**src/rtl/bthp_pkg.sv**
```systemverilog
`timescale 1ns / 1ps

package bthp_pkg;

    // Parser phases
    typedef enum logic [2:0] {
        PH_IDENT   = 3'd0,
        PH_TAGHI   = 3'd1,
        PH_LEN1    = 3'd2,
        PH_LENLONG = 3'd3,
        PH_CONTENT = 3'd4,
        PH_DISCARD = 3'd5
    } phase_t;

    // Result kinds
    typedef enum logic [1:0] {
        KIND_HEADER  = 2'd0,
        KIND_CONTENT = 2'd1,
        KIND_ERROR   = 2'd2
    } kind_t;

    // Result status codes
    typedef enum logic [2:0] {
        ST_OK         = 3'd0,
        ST_EARLY_END  = 3'd1,
        ST_TAG_OVF    = 3'd2,
        ST_LEN_OVF    = 3'd3,
        ST_INDEFINITE = 3'd4,
        ST_SHORT      = 3'd5
    } status_t;

    // Identifier octet fields
    localparam logic [4:0]  TAG_HIGH_FORM = 5'h1F;
    // Largest accumulators that still take one more shift within 32 bits (tag) or 31 bits (length)
    localparam logic [31:0] TAG_LIMIT     = 32'h01FF_FFFF;
    localparam logic [31:0] LEN_LIMIT     = 32'h007F_FFFF;

    // Bus widths in bits
    localparam int unsigned DATA_W  = 8;
    localparam int unsigned TDATA_W = 80;

    // One result beat
    typedef struct packed {
        status_t     status;
        logic        last_content;
        logic [7:0]  content_byte;
        logic [31:0] content_length;
        logic [31:0] tag_number;
        logic        is_constructed;
        logic [1:0]  tag_class;
        kind_t       kind;
    } result_t;

endpackage

```
**src/rtl/ber_tlv_header_parser.sv**
```systemverilog
`timescale 1ns / 1ps

// BER tag-length header parser. Takes one byte of an encoded buffer per beat
// (s_tlast on the buffer's last byte) and emits at most one result beat per
// input beat: a header when the identifier and definite length are complete,
// each content byte of a primitive element, or an error report, after which
// bytes are dropped up to the buffer end. Constructed content is parsed again
// as headers. One byte is taken every cycle unless the output buffer is full;
// each result is registered in the output buffer before it is shown. The rate
// is set by the update of the parse state on each byte, and the two-entry
// output buffer keeps s_tready free of any combinational path from m_tready.
module ber_tlv_header_parser (
    input  logic                         aclk,
    input  logic                         aresetn,
    input  logic                         s_tvalid,
    output logic                         s_tready,
    input  logic [bthp_pkg::DATA_W-1:0]  s_tdata,   // [7:0] data_byte
    input  logic                         s_tlast,   // buffer_end
    output logic                         m_tvalid,
    input  logic                         m_tready,
    // [1:0] tag_class, [2] is_constructed, [34:3] tag_number,
    // [66:35] content_length, [74:67] content_byte, [77:75] status, [79:78] zero
    output logic [bthp_pkg::TDATA_W-1:0] m_tdata,
    output logic [1:0]                   m_tuser,   // [1:0] kind
    output logic                         m_tlast    // last_content
);
    import bthp_pkg::*;

    logic    in_fire;
    logic    res_valid;
    result_t res;
    result_t out_res;

    assign in_fire = s_tvalid && s_tready;

    bthp_engine u_engine (
        .aclk       (aclk),
        .aresetn    (aresetn),
        .in_fire    (in_fire),
        .data_byte  (s_tdata),
        .buffer_end (s_tlast),
        .res_valid  (res_valid),
        .res        (res)
    );

    bthp_out_stage u_out (
        .aclk      (aclk),
        .aresetn   (aresetn),
        .res_valid (res_valid),
        .res       (res),
        .in_ready  (s_tready),
        .out_valid (m_tvalid),
        .out_ready (m_tready),
        .out_res   (out_res)
    );

    // Pack result fields onto the stream
    assign m_tdata = {2'b00, out_res.status, out_res.content_byte,
                      out_res.content_length, out_res.tag_number,
                      out_res.is_constructed, out_res.tag_class};
    assign m_tuser = out_res.kind;
    assign m_tlast = out_res.last_content;

endmodule

```
**src/rtl/bthp_engine.sv**
```systemverilog
`timescale 1ns / 1ps

module bthp_engine (
    input  logic                aclk,
    input  logic                aresetn,
    input  logic                in_fire,
    input  logic [7:0]          data_byte,
    input  logic                buffer_end,
    output logic                res_valid,
    output bthp_pkg::result_t   res
);
    import bthp_pkg::*;

    phase_t      phase_reg,  phase_next;
    logic [31:0] tag_reg,    tag_next;
    logic [31:0] len_reg,    len_next;
    logic [6:0]  left_reg,   left_next;
    logic [31:0] rem_reg,    rem_next;
    logic [1:0]  class_reg,  class_next;
    logic        constr_reg, constr_next;

    logic        do_err;
    status_t     err_code;
    logic        do_hdr;
    logic [31:0] hdr_len;
    logic [31:0] rem_dec;
    logic [6:0]  left_dec;

    // State registers
    always_ff @(posedge aclk) begin
        if (!aresetn) begin
            phase_reg  <= PH_IDENT;
            tag_reg    <= '0;
            len_reg    <= '0;
            left_reg   <= '0;
            rem_reg    <= '0;
            class_reg  <= '0;
            constr_reg <= 1'b0;
        end else begin
            phase_reg  <= phase_next;
            tag_reg    <= tag_next;
            len_reg    <= len_next;
            left_reg   <= left_next;
            rem_reg    <= rem_next;
            class_reg  <= class_next;
            constr_reg <= constr_next;
        end
    end

    assign rem_dec  = rem_reg - 32'd1;
    assign left_dec = left_reg - 7'd1;

    // Per-byte parse step
    always_comb begin
        phase_next  = phase_reg;
        tag_next    = tag_reg;
        len_next    = len_reg;
        left_next   = left_reg;
        rem_next    = rem_reg;
        class_next  = class_reg;
        constr_next = constr_reg;
        do_err      = 1'b0;
        err_code    = ST_OK;
        do_hdr      = 1'b0;
        hdr_len     = len_reg;
        res_valid   = 1'b0;
        res         = '0;

        if (in_fire) begin
            case (phase_reg)
                PH_TAGHI: begin
                    if (tag_reg > TAG_LIMIT) begin
                        do_err   = 1'b1;
                        err_code = ST_TAG_OVF;
                    end else begin
                        tag_next = {tag_reg[24:0], data_byte[6:0]};
                        if (buffer_end) begin
                            do_err   = 1'b1;
                            err_code = ST_EARLY_END;
                        end else if (!data_byte[7]) begin
                            phase_next = PH_LEN1;
                        end
                    end
                end
                PH_LEN1: begin
                    if (data_byte[7]) begin
                        if (data_byte[6:0] == 7'd0) begin
                            do_err   = 1'b1;
                            err_code = ST_INDEFINITE;
                        end else begin
                            len_next  = '0;
                            left_next = data_byte[6:0];
                            if (buffer_end) begin
                                do_err   = 1'b1;
                                err_code = ST_EARLY_END;
                            end else begin
                                phase_next = PH_LENLONG;
                            end
                        end
                    end else begin
                        len_next = {24'd0, data_byte};
                        hdr_len  = {24'd0, data_byte};
                        do_hdr   = 1'b1;
                    end
                end
                PH_LENLONG: begin
                    if (len_reg > LEN_LIMIT) begin
                        do_err   = 1'b1;
                        err_code = ST_LEN_OVF;
                    end else begin
                        len_next  = {len_reg[23:0], data_byte};
                        hdr_len   = {len_reg[23:0], data_byte};
                        left_next = left_dec;
                        if (left_dec == 7'd0) begin
                            do_hdr = 1'b1;
                        end else if (buffer_end) begin
                            do_err   = 1'b1;
                            err_code = ST_EARLY_END;
                        end
                    end
                end
                PH_CONTENT: begin
                    rem_next = rem_dec;
                    if (buffer_end && (rem_dec != 32'd0)) begin
                        do_err   = 1'b1;
                        err_code = ST_SHORT;
                    end else begin
                        res_valid        = 1'b1;
                        res.kind         = KIND_CONTENT;
                        res.content_byte = data_byte;
                        if (rem_dec == 32'd0) begin
                            res.last_content = 1'b1;
                            phase_next       = PH_IDENT;
                        end
                    end
                end
                PH_DISCARD: begin
                    if (buffer_end) begin
                        phase_next = PH_IDENT;
                    end
                end
                default: begin
                    // identifier octet
                    class_next  = data_byte[7:6];
                    constr_next = data_byte[5];
                    tag_next    = {27'd0, data_byte[4:0]};
                    len_next    = '0;
                    left_next   = '0;
                    rem_next    = '0;
                    if (buffer_end) begin
                        do_err   = 1'b1;
                        err_code = ST_EARLY_END;
                    end else if (data_byte[4:0] == TAG_HIGH_FORM) begin
                        tag_next   = '0;
                        phase_next = PH_TAGHI;
                    end else begin
                        phase_next = PH_LEN1;
                    end
                end
            endcase

            // header complete, unless the buffer ends with content owed
            if (do_hdr) begin
                if (buffer_end && (hdr_len != 32'd0)) begin
                    do_err   = 1'b1;
                    err_code = ST_SHORT;
                end else begin
                    res_valid          = 1'b1;
                    res.kind           = KIND_HEADER;
                    res.tag_class      = class_reg;
                    res.is_constructed = constr_reg;
                    res.tag_number     = tag_reg;
                    res.content_length = hdr_len;
                    if (!constr_reg && (hdr_len != 32'd0)) begin
                        rem_next   = hdr_len;
                        phase_next = PH_CONTENT;
                    end else begin
                        phase_next = PH_IDENT;
                    end
                end
            end

            // error report replaces anything else of this beat
            if (do_err) begin
                res_valid  = 1'b1;
                res        = '0;
                res.kind   = KIND_ERROR;
                res.status = err_code;
                phase_next = buffer_end ? PH_IDENT : PH_DISCARD;
            end
        end
    end

endmodule

```
**src/rtl/bthp_out_stage.sv**
```systemverilog
`timescale 1ns / 1ps

module bthp_out_stage (
    input  logic                aclk,
    input  logic                aresetn,
    input  logic                res_valid,
    input  bthp_pkg::result_t   res,
    output logic                in_ready,
    output logic                out_valid,
    input  logic                out_ready,
    output bthp_pkg::result_t   out_res
);
    import bthp_pkg::*;

    logic    main_valid_reg, main_valid_next;
    result_t main_reg,       main_next;
    logic    skid_valid_reg, skid_valid_next;
    result_t skid_reg,       skid_next;

    // Control registers
    always_ff @(posedge aclk) begin
        if (!aresetn) begin
            main_valid_reg <= 1'b0;
            skid_valid_reg <= 1'b0;
        end else begin
            main_valid_reg <= main_valid_next;
            skid_valid_reg <= skid_valid_next;
        end
    end

    // Payload registers
    always_ff @(posedge aclk) begin
        main_reg <= main_next;
        skid_reg <= skid_next;
    end

    // Skid buffer: input side only sees the skid slot, never out_ready
    always_comb begin
        main_valid_next = main_valid_reg;
        main_next       = main_reg;
        skid_valid_next = skid_valid_reg;
        skid_next       = skid_reg;

        if (main_valid_reg && !out_ready) begin
            // output stalled: park a new result in the skid slot
            if (res_valid) begin
                skid_valid_next = 1'b1;
                skid_next       = res;
            end
        end else if (skid_valid_reg) begin
            main_valid_next = 1'b1;
            main_next       = skid_reg;
            skid_valid_next = 1'b0;
        end else begin
            main_valid_next = res_valid;
            main_next       = res;
        end
    end

    assign in_ready  = !skid_valid_reg;
    assign out_valid = main_valid_reg;
    assign out_res   = main_reg;

endmodule

```
**config.mk**
```make
export PLATFORM = sky130hd
export DESIGN_NAME = ber_tlv_header_parser
export DESIGN_NICKNAME = d
export VERILOG_FILES = /design/src/rtl/bthp_pkg.sv /design/src/rtl/ber_tlv_header_parser.sv /design/src/rtl/bthp_engine.sv /design/src/rtl/bthp_out_stage.sv
export SDC_FILE = /design/constraint.sdc
export NUM_CORES = 1
export LEC_CHECK = 0
export BUFFER_PORTS_ARGS = -buffer_cell sky130_fd_sc_hd__buf_2
export CORE_ASPECT_RATIO = 1.25
export CORE_MARGIN = 10
export CORE_UTILIZATION = 55
export CTS_CLUSTER_SIZE = 20
export DETAILED_ROUTE_END_ITERATION = 8
export HOLD_SLACK_MARGIN = 0.15
export PLACE_DENSITY_LB_ADDON = 0.12
export REMOVE_ABC_BUFFERS = 1
export SYNTH_ARGS = -nofsm -noshare
export SYNTH_HDL_FRONTEND = slang
export SYNTH_SLANG_ARGS = --single-unit
export TNS_END_PERCENT = 100
```
**constraint.sdc**
```tcl
create_clock -name aclk -period 7.84 [get_ports aclk]
set_input_delay 0.784 -clock aclk [delete_from_list [all_inputs] [get_ports aclk]]
set_output_delay 0.784 -clock aclk [all_outputs]
set_load 0.005 [all_outputs]
```
==> results summary <==
The overall track demand over capacity in global routing came out at 22.4%. The total negative slack is 0 ns. The synthesized instance count came out at 1,237. Summed over all instances, the cell type with the most area after synthesis is sky130_fd_sc_hd__edfxtp_1.

The clock tree buffer depth came out at 3. The fraction of synthesis flops using an asynchronous set or reset pin is 0%. The number of hold-slack violations in the final timing report came out at 0. Relative to the synthesized area, the layout overhead comes to 11.2%. The die extent in y is 192 µm. In this run the static leakage power is 5.51 nW. The commonest register cell after synthesis is sky130_fd_sc_hd__edfxtp_1. The mean routed wirelength per cell is 22.1 µm. The total power density per cell area came out at 224 mW/mm². The number of antenna violations at the first check in global routing is 0. After detailed routing, the number of vias per cell comes to 6.35. In the post-synthesis netlist, the biggest area contributors are sky130_fd_sc_hd__edfxtp_1, sky130_fd_sc_hd__dfxtp_1, sky130_fd_sc_hd__a22o_1, sky130_fd_sc_hd__a22oi_1, sky130_fd_sc_hd__nor2_1. The clock-pin slew reported for the worst setup and hold paths after clock tree synthesis came out at 0.07 ns.

The register bit total from synthesis is 273. The sequential area share after synthesis is 54.7%. The fraction of the cycle the final worst path needs came out at 57.5%. The global-route wire length before repair is 54,000 µm. The top achievable clock speed came out at 0.222 GHz. Measured against its own limit, the worst slew margin works out to 20.6%.

The DRC violation count after routing came out at 0. The mapped cell area is 0.0130 mm². The post-cts resize count is 0. The count of TritonRoute iterations in the first routing pass is 5.

Among the stages of the critical path, the cell type that occurs most often is sky130_fd_sc_hd__a21oi_1. The most common cell in the synthesized netlist is sky130_fd_sc_hd__edfxtp_1. The count of synthesis-stage warnings from yosys came out at 0. The final number of max-transition violations came out at 0.

The post-detailed-route count of antenna-violating nets came out at 0. The number of levels in the clock H-tree is 1. The remaining global-route overflow is 0. The cts-stage hold buffer count is 0.

The worst register-to-register path ends at u_out.out_res[64]. The number of setup violations in the final report is 0. The portion of synthesized cell area occupied by the leading cell type is 37.6%. The terminating pin of the worst hold path is u_engine.rem_reg[30]. The setup slack of the most critical reg-to-reg path came out at 3.33 ns.

Setup repair after global routing left no endpoint under its margin. The tightest min-delay check is of the reg2reg type. Entering global routing, the biggest net connects 113 pins. In the final layout, the share of cells above drive strength 1 is 15.3%. The clock tree skew after final layout is 0.0103 ns. The number of enable-type register cells in the synthesized netlist is 162.

The congestion estimate from routability-driven global placement came to 0.932. The CTS tree is yes. The worst-margin pin slew is 1.19 ns. The master of the slowest instance on the critical path is sky130_fd_sc_hd__and3_4. The family with the most delay on the worst path is compound AO/OA/AOI/OAI gates. The synthesized area per cell is 10.5 µm². The worst hold path was traced through 2 stages. The power after layout came out at 3.23 mW.

The maximum single-stage delay on the critical path came out at 0.97 ns. Counting both buffers and inverters, the worst setup path holds a total of 0. The startpoint identified for the worst hold timing path is u_engine.rem_reg[30]. The core outline area is 0.0231 mm².

The number of rows in the core area is 62. The depth of the most critical reg-to-reg path is 8. The count of boundary I/O pins is 98. By count the netlist is led by sky130_fd_sc_hd__edfxtp_1, sky130_fd_sc_hd__nor2_1, sky130_fd_sc_hd__dfxtp_1. After filler insertion, the fill cell instance count of the layout stands at 1,953.

The number of global-route vias before repair came out at 9,256. The flow ran to the end, and the final reports show no timing, DRC or antenna violations. The number of DRC markers after the initial detailed-route iteration is 894. The clock tree root buffer cell is sky130_fd_sc_hd__clkbuf_16. The count of different cell masters after synthesis is 77.

The launching point of the worst reg2reg path is u_engine.phase_reg[1]. At the end of the flow, the number of nets in the layout was 1,295. The half-perimeter wire length after placement is 22,100 µm. The number of clock buffers inserted by TritonCTS is 27. The clock period minus worst slack is 4.51 ns. The total via count in the routed design came out at 10,100. Clock latency on the worst-skew pair, taken at its later pin, is 0.54 ns. The tool flagged a number of max-cap violations equal to 0. The count of buffers inserted at the top-level ports is 95. The die outline width came out at 157 µm. The effective utilization at floorplan is 56.0%. The arrival time of the worst setup path came out at 4.90 ns. The CTS sink count came out at 273. The wire length reported by the detailed router came out at 35,100 µm. Walking the worst path, the cells encountered are nand2b_1 -> a21oi_1 -> a21oi_1 -> a31oi_1 -> nand4b_1 -> o31ai_1 -> and3_4 -> a22o_1. IR analysis of the VDD net gives a maximum drop of 0.173 mV. The critical path is of the reg2reg type. The die covers 0.0301 mm². After clock tree synthesis, the setup repair step added 0 buffers. At the worst endpoint, the required time is 8.23 ns. The most critical setup path has its startpoint at u_engine.phase_reg[1]. STA classifies the critical path startpoint as a flop. Of all nets on the critical path, the largest fanout is 112.

STA classifies the critical path endpoint as a flop.
## final cells by class
| cell class | count | area, µm² | share of cell area, % |
|---|---|---|---|
| antenna | 1 | 2.50 | 0.0174 |
| clock buffer | 33 | 738 | 5.12 |
| clock inverter | 16 | 171 | 1.19 |
| inverter | 13 | 50.0 | 0.347 |
| multi-input combinational | 850 | 5390 | 37.4 |
| sequential | 273 | 7090 | 49.2 |
| tap | 288 | 360 | 2.50 |
| timing repair buffer | 113 | 611 | 4.24 |
## stage by stage
step	std cells	instance area [µm²]	hold slack (ns)	setup slack [ns]	util, %
2_1_floorplan	1136	12500	0.445	0.753	-
6_report	1587	14400	0.486	3.33	62.3
3_3_place_gp	1537	13500	0.458	3.09	58.4
4_1_cts	1586	14400	0.483	3.32	62.3
5_1_grt	1586	14400	0.506	3.03	62.3
3_5_place_dp	1537	13500	0.469	3.06	58.4
## worst min-delay path, cell delays in order, from the launching register on
cell                      delay [ns]
sky130_fd_sc_hd__dfxtp_1        0.32
sky130_fd_sc_hd__nand3_1        0.06
sky130_fd_sc_hd__o31ai_1        0.06
## logic make-up after synthesis
kind of cell | synth area share (%)
mux | 2.85
compound gates | 19.9
other cells | 0.0290
fa+ha+maj | 0.386
xor+xnor | 0.676
simple gates | 17.4
flops | 54.7
buf+inv | 4.03
## cells in the final DEF, fill, tap and decap left out, types with 4 or more instances in the layout
master / instances
sky130_fd_sc_hd__edfxtp_1: 162
sky130_fd_sc_hd__nor2_1: 126
sky130_fd_sc_hd__dfxtp_1: 110
sky130_fd_sc_hd__buf_2: 95
sky130_fd_sc_hd__a22o_1: 82
sky130_fd_sc_hd__nand2_1: 73
sky130_fd_sc_hd__o21ai_0: 68
sky130_fd_sc_hd__a22oi_1: 64
sky130_fd_sc_hd__and2_1: 64
sky130_fd_sc_hd__a21oi_1: 51
sky130_fd_sc_hd__nand3_1: 45
sky130_fd_sc_hd__nor3_1: 31
sky130_fd_sc_hd__mux2i_1: 29
sky130_fd_sc_hd__clkbuf_16: 27
sky130_fd_sc_hd__a31oi_1: 20
sky130_fd_sc_hd__nor4_1: 18
sky130_fd_sc_hd__buf_4: 18
sky130_fd_sc_hd__nand4_1: 13
sky130_fd_sc_hd__o31ai_1: 12
sky130_fd_sc_hd__inv_1: 11
sky130_fd_sc_hd__o21ai_1: 9
sky130_fd_sc_hd__a21o_1: 8
sky130_fd_sc_hd__or4_1: 8
sky130_fd_sc_hd__mux2_2: 7
sky130_fd_sc_hd__xor2_1: 7
sky130_fd_sc_hd__or3_1: 6
sky130_fd_sc_hd__nor2b_1: 6
sky130_fd_sc_hd__clkinv_2: 6
sky130_fd_sc_hd__and3_1: 5
sky130_fd_sc_hd__o2111ai_1: 5
sky130_fd_sc_hd__nor4_2: 5
sky130_fd_sc_hd__nand3b_1: 4
sky130_fd_sc_hd__nor3b_1: 4
sky130_fd_sc_hd__nand2b_1: 4
sky130_fd_sc_hd__ha_1: 4
sky130_fd_sc_hd__clkbuf_8: 4
## layer usage
| layer | global-route usage (%) | share of wire, % |
|---|---|---|
| met5 | 0 | 0 |
| met4 | 7.17 | 2.8 |
| met3 | 3.00 | 6.8 |
| met2 | 36.9 | 48 |
| met1 | 30.0 | 42 |
## where the power goes
part	switching, mW	total, mW	internal [mW]	leakage, nW
sequential	0.0304	1.58	1.55	2.55
combinational	0.219	0.327	0.108	2.52
clock	0.555	1.32	0.769	0.442
## how the worst max path moves through the flow
stage          cells past startpoint  slack (ns)                  to
3_5_place_dp                       8        3.06   u_out.skid_reg[2]
6_report                           8        3.33   u_out.out_res[64]
3_3_place_gp                       8        3.09   u_out.skid_reg[2]
5_1_grt                            8        3.03   u_out.out_res[64]
2_1_floorplan                      2        0.75   u_out.skid_reg[0]
4_1_cts                           10        3.32  u_out.skid_reg[65]
Note: power is estimated with default switching activity, not from simulation.
